`src/rtl/hwci_pkg.sv`:
```
`timescale 1ns / 1ps
// ----------------------------------------------------------------------------
// hwci_pkg
// Shared widths, color-select codes, hue window bounds and the hue bundle
// passed from the hue stage to the window stage.
// ----------------------------------------------------------------------------
package hwci_pkg;

	localparam int CHAN_W = 8;
	localparam int SEL_W  = 3;
	// Scaled hue H = hue * d is at most 360 * 255, which fits in 17 bits.
	localparam int HUE_W  = 17;
	// Hue bounds in degrees fit in 9 bits.
	localparam int DEG_W  = 9;

	localparam logic [SEL_W-1:0] SEL_RED    = 3'd1;
	localparam logic [SEL_W-1:0] SEL_YELLOW = 3'd2;
	localparam logic [SEL_W-1:0] SEL_ORANGE = 3'd3;
	localparam logic [SEL_W-1:0] SEL_GREEN  = 3'd4;
	localparam logic [SEL_W-1:0] SEL_BLUE   = 3'd5;

	localparam logic [SEL_W-1:0] SEL_RESET  = SEL_RED;

	localparam logic [DEG_W-1:0] DEG_20  = 9'd20;
	localparam logic [DEG_W-1:0] DEG_50  = 9'd50;
	localparam logic [DEG_W-1:0] DEG_60  = 9'd60;
	localparam logic [DEG_W-1:0] DEG_70  = 9'd70;
	localparam logic [DEG_W-1:0] DEG_120 = 9'd120;
	localparam logic [DEG_W-1:0] DEG_160 = 9'd160;
	localparam logic [DEG_W-1:0] DEG_230 = 9'd230;
	localparam logic [DEG_W-1:0] DEG_240 = 9'd240;
	localparam logic [DEG_W-1:0] DEG_340 = 9'd340;
	localparam logic [DEG_W-1:0] DEG_360 = 9'd360;

	// Scaled hue, its scale d (forced to 1 for a grey pixel) and max channel.
	typedef struct packed {
		logic [HUE_W-1:0]  h;
		logic [CHAN_W-1:0] d;
		logic [CHAN_W-1:0] mx;
	} hue_t;

endpackage

```
`src/rtl/hwci_hue.sv`:
```
`timescale 1ns / 1ps
// ----------------------------------------------------------------------------
// hwci_hue
// Finds max, min and chroma of one pixel and forms the hue scaled by chroma.
// ----------------------------------------------------------------------------
module hwci_hue (
	input  logic [hwci_pkg::CHAN_W-1:0] red,
	input  logic [hwci_pkg::CHAN_W-1:0] green,
	input  logic [hwci_pkg::CHAN_W-1:0] blue,
	output hwci_pkg::hue_t              hue
);

	localparam int ACC_W = hwci_pkg::HUE_W + 1;

	logic [hwci_pkg::CHAN_W-1:0] mx;
	logic [hwci_pkg::CHAN_W-1:0] mn;
	logic [hwci_pkg::CHAN_W-1:0] d;
	logic [hwci_pkg::CHAN_W-1:0] pa;
	logic [hwci_pkg::CHAN_W-1:0] pb;
	logic signed [ACC_W-1:0]     diff;
	logic signed [ACC_W-1:0]     dsx;
	logic signed [ACC_W-1:0]     offs;
	logic signed [ACC_W-1:0]     acc;

	always_comb begin
		mx = red;
		if (green > mx) mx = green;
		if (blue > mx) mx = blue;
		mn = red;
		if (green < mn) mn = green;
		if (blue < mn) mn = blue;
		d = mx - mn;
	end

	// Pick the channel pair and the sector offset; ties go to red, then green.
	always_comb begin
		priority if (mx == red) begin
			pa   = green;
			pb   = blue;
			offs = '0;
		end else if (mx == green) begin
			pa   = blue;
			pb   = red;
			offs = $signed(ACC_W'(hwci_pkg::DEG_120));
		end else begin
			pa   = red;
			pb   = green;
			offs = $signed(ACC_W'(hwci_pkg::DEG_240));
		end
	end

	always_comb begin
		diff = $signed(ACC_W'(pa)) - $signed(ACC_W'(pb));
		dsx  = $signed(ACC_W'(d));
		acc  = diff * $signed(ACC_W'(hwci_pkg::DEG_60)) + offs * dsx;
		// Only the red sector can go negative; wrap it by a full turn.
		if (acc < 0) acc = acc + $signed(ACC_W'(hwci_pkg::DEG_360)) * dsx;
	end

	always_comb begin
		hue.mx = mx;
		if (d == '0) begin
			hue.h = '0;
			hue.d = hwci_pkg::CHAN_W'(1);
		end else begin
			hue.h = acc[hwci_pkg::HUE_W-1:0];
			hue.d = d;
		end
	end

endmodule

```
`src/rtl/hwci_window.sv`:
```
`timescale 1ns / 1ps
// ----------------------------------------------------------------------------
// hwci_window
// Tests the scaled hue against the selected window and forms the output pixel.
// ----------------------------------------------------------------------------
module hwci_window (
	input  logic [hwci_pkg::SEL_W-1:0]  color_select,
	input  hwci_pkg::hue_t              hue,
	input  logic [hwci_pkg::CHAN_W-1:0] red,
	input  logic [hwci_pkg::CHAN_W-1:0] green,
	input  logic [hwci_pkg::CHAN_W-1:0] blue,
	output logic [hwci_pkg::CHAN_W-1:0] red_out,
	output logic [hwci_pkg::CHAN_W-1:0] green_out,
	output logic [hwci_pkg::CHAN_W-1:0] blue_out,
	output logic                        kept
);

	// Bound T in degrees, scaled by chroma: T * d.
	function automatic logic [hwci_pkg::HUE_W-1:0] scale(
		input logic [hwci_pkg::DEG_W-1:0]  t,
		input logic [hwci_pkg::CHAN_W-1:0] d
	);
		scale = hwci_pkg::HUE_W'(t) * hwci_pkg::HUE_W'(d);
	endfunction

	logic keep;
	logic valid_sel;

	always_comb begin
		keep      = 1'b0;
		valid_sel = 1'b1;
		unique case (color_select)
			hwci_pkg::SEL_RED: begin
				keep = (hue.h <= scale(hwci_pkg::DEG_20, hue.d)) ||
					(hue.h >= scale(hwci_pkg::DEG_340, hue.d));
			end
			hwci_pkg::SEL_YELLOW: begin
				keep = (hue.h >= scale(hwci_pkg::DEG_50, hue.d)) &&
					(hue.h <= scale(hwci_pkg::DEG_70, hue.d));
			end
			hwci_pkg::SEL_ORANGE: begin
				keep = (hue.h >= scale(hwci_pkg::DEG_20, hue.d)) &&
					(hue.h <= scale(hwci_pkg::DEG_50, hue.d));
			end
			hwci_pkg::SEL_GREEN: begin
				keep = (hue.h >= scale(hwci_pkg::DEG_60, hue.d)) &&
					(hue.h <= scale(hwci_pkg::DEG_160, hue.d));
			end
			hwci_pkg::SEL_BLUE: begin
				keep = (hue.h >= scale(hwci_pkg::DEG_160, hue.d)) &&
					(hue.h <= scale(hwci_pkg::DEG_230, hue.d));
			end
			default: begin
				valid_sel = 1'b0;
			end
		endcase
	end

	always_comb begin
		if (!valid_sel) begin
			red_out   = '0;
			green_out = '0;
			blue_out  = '0;
			kept      = 1'b0;
		end else if (keep) begin
			red_out   = red;
			green_out = green;
			blue_out  = blue;
			kept      = 1'b1;
		end else begin
			red_out   = hue.mx;
			green_out = hue.mx;
			blue_out  = hue.mx;
			kept      = 1'b0;
		end
	end

endmodule

```
`src/rtl/hue_window_color_isolate.sv`:
```
`timescale 1ns / 1ps
// ----------------------------------------------------------------------------
// hue_window_color_isolate
// Color splash: keeps pixels whose hue lies in a selected window, greys others.
// ----------------------------------------------------------------------------
// Usage:
// Pixels enter on the s_axis stream, one item per pixel, with red in
// tdata[7:0], green in tdata[15:8] and blue in tdata[23:16]. Each pixel gives
// exactly one item on m_axis: the pixel itself when its hue falls in the
// window chosen by color_select (tuser = 1), the pixel greyed to its largest
// channel otherwise (tuser = 0), or black for an unused select code.
// The block has two register stages: an input register and a result register,
// with the hue and window test computed in between. A pixel accepted into the
// input register is loaded into the result register when that register is
// free and shows on m_axis from there. One pixel is taken in every cycle
// while the receiver keeps up, so throughput is one item per clock. When the
// receiver stalls, the result register holds its item and the input register
// still takes one more pixel if it is empty; s_axis_tready then drops until
// the result is taken. No state links pixels. Reset empties both stages and
// sets color_select to red. The user must write the select register through
// cfg_we/cfg_wdata only while the stream is idle; the block does not enforce it.
// ----------------------------------------------------------------------------
module hue_window_color_isolate (
	input  logic                          clk,
	input  logic                          arst_n,
	// Configuration: color_select
	input  logic                          cfg_we,
	input  logic [hwci_pkg::SEL_W-1:0]    cfg_wdata,
	// Input stream
	input  logic                          s_axis_tvalid,
	output logic                          s_axis_tready,
	// tdata fields from bit 0: red_in[7:0], green_in[7:0], blue_in[7:0]
	input  logic [3*hwci_pkg::CHAN_W-1:0] s_axis_tdata,
	// Output stream
	output logic                          m_axis_tvalid,
	input  logic                          m_axis_tready,
	// tdata fields from bit 0: red_out[7:0], green_out[7:0], blue_out[7:0]
	output logic [3*hwci_pkg::CHAN_W-1:0] m_axis_tdata,
	// tuser fields from bit 0: kept
	output logic                          m_axis_tuser
);

	localparam int CW = hwci_pkg::CHAN_W;

	logic [hwci_pkg::SEL_W-1:0] color_select_q;

	logic          valid_s1;
	logic [CW-1:0] red_s1;
	logic [CW-1:0] green_s1;
	logic [CW-1:0] blue_s1;

	logic          valid_s2;
	logic [CW-1:0] red_s2;
	logic [CW-1:0] green_s2;
	logic [CW-1:0] blue_s2;
	logic          kept_s2;

	hwci_pkg::hue_t hue;
	logic [CW-1:0]  red_w;
	logic [CW-1:0]  green_w;
	logic [CW-1:0]  blue_w;
	logic           kept_w;

	logic s2_ready;
	logic s1_ready;
	logic in_fire;

	// The result register takes a new item when empty or being drained, and
	// the input register when empty or moving its item on.
	assign s2_ready      = !valid_s2 || m_axis_tready;
	assign s1_ready      = !valid_s1 || s2_ready;
	assign s_axis_tready = s1_ready;
	assign in_fire       = s_axis_tvalid && s1_ready;

	always_ff @(posedge clk or negedge arst_n) begin
		if (!arst_n) begin
			color_select_q <= hwci_pkg::SEL_RESET;
		end else if (cfg_we) begin
			color_select_q <= cfg_wdata;
		end
	end

	// Input register.
	always_ff @(posedge clk or negedge arst_n) begin
		if (!arst_n) begin
			valid_s1 <= 1'b0;
		end else if (s1_ready) begin
			valid_s1 <= s_axis_tvalid;
		end
	end

	always_ff @(posedge clk) begin
		if (in_fire) begin
			red_s1   <= s_axis_tdata[CW-1:0];
			green_s1 <= s_axis_tdata[2*CW-1:CW];
			blue_s1  <= s_axis_tdata[3*CW-1:2*CW];
		end
	end

	hwci_hue u_hue (
		.red   (red_s1),
		.green (green_s1),
		.blue  (blue_s1),
		.hue   (hue)
	);

	hwci_window u_window (
		.color_select (color_select_q),
		.hue          (hue),
		.red          (red_s1),
		.green        (green_s1),
		.blue         (blue_s1),
		.red_out      (red_w),
		.green_out    (green_w),
		.blue_out     (blue_w),
		.kept         (kept_w)
	);

	// Result register.
	always_ff @(posedge clk or negedge arst_n) begin
		if (!arst_n) begin
			valid_s2 <= 1'b0;
		end else if (s2_ready) begin
			valid_s2 <= valid_s1;
		end
	end

	always_ff @(posedge clk) begin
		if (s2_ready && valid_s1) begin
			red_s2   <= red_w;
			green_s2 <= green_w;
			blue_s2  <= blue_w;
			kept_s2  <= kept_w;
		end
	end

	assign m_axis_tvalid = valid_s2;
	assign m_axis_tdata  = {blue_s2, green_s2, red_s2};
	assign m_axis_tuser  = kept_s2;

endmodule
```
`config.mk`:
```
export PLATFORM = sky130hd
export DESIGN_NAME = hue_window_color_isolate
export DESIGN_NICKNAME = d
export VERILOG_FILES = /design/src/rtl/hwci_pkg.sv /design/src/rtl/hwci_hue.sv /design/src/rtl/hwci_window.sv /design/src/rtl/hue_window_color_isolate.sv
export SDC_FILE = /design/constraint.sdc
export NUM_CORES = 1
export LEC_CHECK = 0
export BUFFER_PORTS_ARGS = -buffer_cell sky130_fd_sc_hd__buf_4
export CAP_MARGIN = 0
export CORE_AREA = 10 10 197 199
export DETAILED_ROUTE_END_ITERATION = 8
export DIE_AREA = 0 0 207 209
export SYNTH_ARGS = -nofsm -noshare
export SYNTH_HDL_FRONTEND = slang
export SYNTH_SLANG_ARGS = --single-unit
```
`constraint.sdc`:
```
create_clock -name clk -period 13.7 [get_ports clk]
set_input_delay 2.055 -clock clk [delete_from_list [all_inputs] [get_ports clk]]
set_output_delay 2.055 -clock clk [all_outputs]
set_load 0.01 [all_outputs]
```
==> metrics.cfg, run 1 <==
[run_status]
status=finished with violations
violations=negative setup slack

[synth]
synth-warning-count=0
post_synth_inst_count=1681
yosys_register_bits=54
synth_edf_count=49
synth_area_per_cell_um2=8.63
synth.distinct_cells=86
ys.flop_type=edfxtp_1
async_flop_share=0.0926
syn_area_um2=14500
ys_seq_area_frac=0.110
synthesis.nets=2141

[clocking]
insertion_delay_ps=300
ctsHtreeMaxLevel=2
cts_sinks=54
cts_tree=done
clockBufferDepth=2
holdBufCountCts=0
cts_root_buf=clkbuf_16
cts_buffers=5
cts.clk_slew.worst_paths_ps=80

[timing]
rsz0062_at_grt=yes
setup_viol=25
period_minus_slack_ps=13930
hold_violations=0
worst_slew_pin_slew_ps=1250
finalMaxSlewViolations=0
fin_skew_ps=11.8
max_freq_mhz=71.8
holdWs_ps=507
relSlewSlack=0.167
setup_ws_ps=-228
post-route-period-util=1.02

[cells_and_area]
drive_gt1_frac=0.232
stdcell_count=2390
final_common_cell=ha_1
final_cell_mix=ha_1, inv_1, buf_4, a21oi_1, nor2_1
areaGrowthSynthToFinish_pct=24.7
final_nets=2388
fillers=3277
num_antenna_cells=0
stdcell_area_um2=18100

[drt]
vias=12606
drtPass1Iterations=5
ant_nets=0
drc=0
totalWireLength_mm=42.3
drt-vias-per-instance=5.27
wl_per_cell_um=17.7
drt_iter0_drc=520

[global_route]
grtUsageMet3=0.0169
busiest_layer=met2
grt_pass1_vias=12939
grt_max_degree=26
use_met1=0.234
grt_first_pass_wirelength_mm=67.4
grt_usage=0.187
use_met2=0.338
antenna_found_initial=0
grt.overflow.total=0

[worst_setup_path]
r2r_slack_ps=-230
cp_max_fo=12
endpoint_kind=register
critical_path_depth=70
rr_startpoint=red_s1[1]
crit_type=reg2reg
worstPathRequired_ps=13830
crit_path_max_incr_delay_ps=490
crit_top_cell=a21oi_2
crit_buf_inv=9
startpoint_type=register
rr_worst_depth=70
cp_slowest_cell=fa_1
critPathTopFamily=compound AO/OA/AOI/OAI gates
critPathArrivalTime_ps=14060
reg2reg_to=blue_s2[3]

[die]
rows=69
dieArea_um2=43300
die_w_um=207
pin_count=59
die_h_um=209
start_util=0.414
coreArea_um2=35100

[placed_design]
dp_hpwl_mm=34.6
gp_congestion=0.921
postPlaceCellArea_um2=16600
dp.cells=2324
portBuffers=58

[min_path]
hold_path_class=reg2reg
hold_path_end=m_axis_tvalid
whs_path_depth=1
min_from=valid_s1

[run]
timing.max_cap.violations=0

## registers in the layout (all words and copies together), names as in the netlist, 3 cells and up
name            count
blue_s1             8
green_s2            8
red_s1              8
blue_s2             8
red_s2              8
color_select_q      3
green_s1            8
## how the worst max path moves through the flow
stage	to	slack, ps	from
floorplan	green_s2[7]	2	red_s1[1]
global placement	blue_s2[0]	-160	red_s1[1]
detailed placement	blue_s2[3]	-410	red_s1[1]
CTS	red_s2[4]	7	red_s1[1]
global route	blue_s2[3]	-760	red_s1[1]
finish	blue_s2[3]	-230	red_s1[1]
## per-stage QoR
step,util,setup WS [ps],TNS (ps)
final,0.516,-228,-4390
after global routing,0.516,-759,-18160
after floorplan,-,2.25,0
after global placement,0.474,-158,-3650
after CTS,0.498,6.75,0
after detailed placement,0.474,-409,-9590
## cell usage after synthesis (6+ instances only)
cell / number / area (um^2)
nand2b_1: 31 / 194
o21ai_0: 92 / 460
a211oi_1: 9 / 67.6
ha_1: 339 / 4240
nand3_1: 24 / 120
clkbuf_1: 16 / 60.1
edfxtp_1: 49 / 1470
a21o_1: 45 / 338
fa_1: 89 / 1780
o21a_1: 12 / 90.1
mux2i_1: 38 / 380
xor2_1: 39 / 342
and3_1: 9 / 56.3
nand2_1: 74 / 278
o211ai_1: 8 / 60.1
a21oi_1: 143 / 716
a31oi_1: 8 / 50.1
o21bai_1: 12 / 90.1
nand4_1: 16 / 100
xnor2_1: 85 / 744
nor3_1: 11 / 55.1
nor2b_1: 26 / 163
nor2_1: 119 / 447
and2_1: 6 / 37.5
inv_1: 272 / 1020
## routing by layer
metal  vias up  wire length [um]
li1       6285                 -
met1      5977             18800
met2       269             21100
met3        75              1270
met4         0              1120
met5         -                 0
## cell families (layout without fill, tap and decap cells)
kind of cell | Yosys count | after routing | synth area share
AO/OA/AOI/OAI | 383 | 384 | 0.166
XOR/XNOR | 128 | 128 | 0.0805
adder cells (fa/ha/maj) | 430 | 430 | 0.416
buffers and inverters | 297 | 544 | 0.0797
flip-flops | 54 | 54 | 0.110
multiplexers | 42 | 42 | 0.0293
AND/OR/NAND/NOR | 347 | 347 | 0.118
## layout make-up
class | instances | area [um^2] | area share
tap | 461 | 577 | 0.0319
clock buffer | 5 | 125 | 0.00691
inverter | 276 | 1040 | 0.0575
multi-input combinational | 1331 | 12600 | 0.698
clock inverter | 3 | 28.8 | 0.00159
sequential | 54 | 1600 | 0.0883
timing repair buffer | 260 | 2100 | 0.116
## repair_timing
item                       in CTS  in global routing
setup buffers                  40                 12
hold endpoints to repair        0                  0
cloned                          7                  1
setup endpoints to repair      25                 25
pin swaps                      47                 87
resized for setup              72                113
Power of run 1 is not shown: default switching activity piles up to over one toggle a cycle in this logic, so the estimate is an artifact.
==> run 2: changes to the inputs <==
--- a/config.mk
+++ b/config.mk
@@ -7,9 +7,9 @@
 export LEC_CHECK = 0
 export BUFFER_PORTS_ARGS = -buffer_cell sky130_fd_sc_hd__buf_4
 export CAP_MARGIN = 0
-export CORE_AREA = 10 10 197 199
+export CORE_AREA = 10 10 215 217
 export DETAILED_ROUTE_END_ITERATION = 8
-export DIE_AREA = 0 0 207 209
+export DIE_AREA = 0 0 225 227
 export SYNTH_ARGS = -nofsm -noshare
 export SYNTH_HDL_FRONTEND = slang
 export SYNTH_SLANG_ARGS = --single-unit
==> run 2 against run 1 <==
Compared with the run above:
- the flow still finishes with violations (negative setup slack)
- utilization fell by 9.0 points
- cell area fell by 1.7%
- die area rose by 18%
- setup slack improved by 150 ps
- sequential share of layout area rose by 0.15 points
- critical endpoint is now red_s2[6]
- first-iteration DRC count rose by 30%
- register-to-register slack improved by 150 ps
- cell count rose by 2.2%
- global-route usage fell by 2.7 points
- largest cell class unchanged
- clock-buffer cell count did not move
==> metrics.cfg, run 2 (synthesis gave the netlist of run 1 again) <==
[clocking]
cts_sinks=54
cts_buffers=5
cts_root_buf=clkbuf_16
cts.clk_slew.worst_paths_ps=80
cts_tree=done
ctsHtreeMaxLevel=2
clockBufferDepth=2
insertion_delay_ps=300

[worst_setup_path]
cp_max_fo=6
crit_type=reg2reg
critPathArrivalTime_ps=13930
worstPathRequired_ps=13850
cp_slowest_cell=fa_1
crit_top_cell=a21oi_2
critPathTopFamily=compound AO/OA/AOI/OAI gates
crit_path_max_incr_delay_ps=530
endpoint_kind=register
r2r_slack_ps=-80
rr_worst_depth=71
rr_startpoint=green_s1[1]
crit_buf_inv=9
reg2reg_to=red_s2[6]
startpoint_type=register

[cells_and_area]
num_antenna_cells=0
fillers=4050
drive_gt1_frac=0.207
final_common_cell=ha_1
areaGrowthSynthToFinish_pct=22.5
stdcell_area_um2=17800
stdcell_count=2443
final_nets=2363
final_cell_mix=ha_1, inv_1, buf_4, a21oi_1, nor2_1

[run_status]
violations=negative setup slack
status=finished with violations

[global_route]
grt_usage=0.160
antenna_found_initial=0
grt_first_pass_wirelength_mm=65.9
grt_max_degree=26
grt.overflow.total=0
grt_pass1_vias=12672

[timing]
fin_skew_ps=11.7
tns_ps=-731
worst_slew_pin_slew_ps=1250
finalMaxSlewViolations=0
post-route-period-util=1.01
period_minus_slack_ps=13780
hold_violations=0
relSlewSlack=0.168
setup_viol=24
setup_ws_ps=-79.7
rsz0062_at_grt=yes
max_freq_mhz=72.6

[drt]
drt_iter0_drc=678
drtPass1Iterations=5
vias=12580
drc=0
drt-vias-per-instance=5.15
wl_per_cell_um=17.2
totalWireLength_mm=42.1
ant_nets=0

[placed_design]
gp_congestion=0.913
dp.cells=2390
dp_hpwl_mm=34.8
postPlaceCellArea_um2=16600
portBuffers=58

[min_path]
hold_path_class=reg2reg
min_from=valid_s1
hold_path_end=m_axis_tvalid
whs_path_depth=1

[die]
pin_count=59
start_util=0.348
coreArea_um2=41800
die_h_um=227
dieArea_um2=51100
die_w_um=225
rows=75

[run]
timing.max_cap.violations=0

-- run 2: cell count changes in the layout (fill, tap and decap cells not counted), sizes merged --
cell and delta:
buf -24, clkbuf -1, clkinv -1, clkinvlp +1
-- run 2: timing repair --
| item | in CTS | in global routing |
|---|---|---|
| hold buffers | 0 | 0 |
| endpoints found under the setup margin | 25 | 25 |
| resized for setup | 54 | 95 |
| setup buffers | 19 | 24 |
| cloned | 3 | 0 |
| pin swaps | 41 | 77 |
-- run 2: worst max-delay path by stage --
stage               slack [ps]        start          end  depth (start not counted)
floorplan                    2    red_s1[1]  green_s2[7]                         68
global placement          -190    red_s1[1]    red_s2[0]                         67
detailed placement        -380    red_s1[1]    red_s2[0]                         67
CTS                          3    red_s1[1]    red_s2[6]                         73
global route              -650  green_s1[1]  green_s2[2]                         71
finish                     -80  green_s1[1]    red_s2[6]                         71
-- run 2: final cells by class --
class | instances | area (um^2) | area share
clock buffers | 5 | 125 | 0.00704
clock inverters | 3 | 25.0 | 0.00141
inverters | 276 | 1040 | 0.0584
multi-input cells | 1331 | 12400 | 0.698
flip-flops and latches | 54 | 1600 | 0.0898
well taps | 539 | 674 | 0.0379
repair buffers | 235 | 1920 | 0.108
-- run 2: metrics by stage --
step            util  setup slack (ps)  hold WS (ps)
3_3_place_gp   0.398              -187           463
2_1_floorplan      -              2.25           449
4_1_cts        0.411              2.92           495
5_1_grt        0.426              -653           537
6_report       0.426             -79.7           494
3_5_place_dp   0.398              -378           480
-- run 2: layer usage --
layer	global-route usage	part of all wire	vias up	wire length, um
met3	0.00952	0.035	54	1470
met5	0	0	-	0
met2	0.291	0.50	279	20900
li1	-	-	6255	-
met4	0.0384	0.022	0	939
met1	0.202	0.44	5992	18700
Power of run 2 is left out for the same reason.
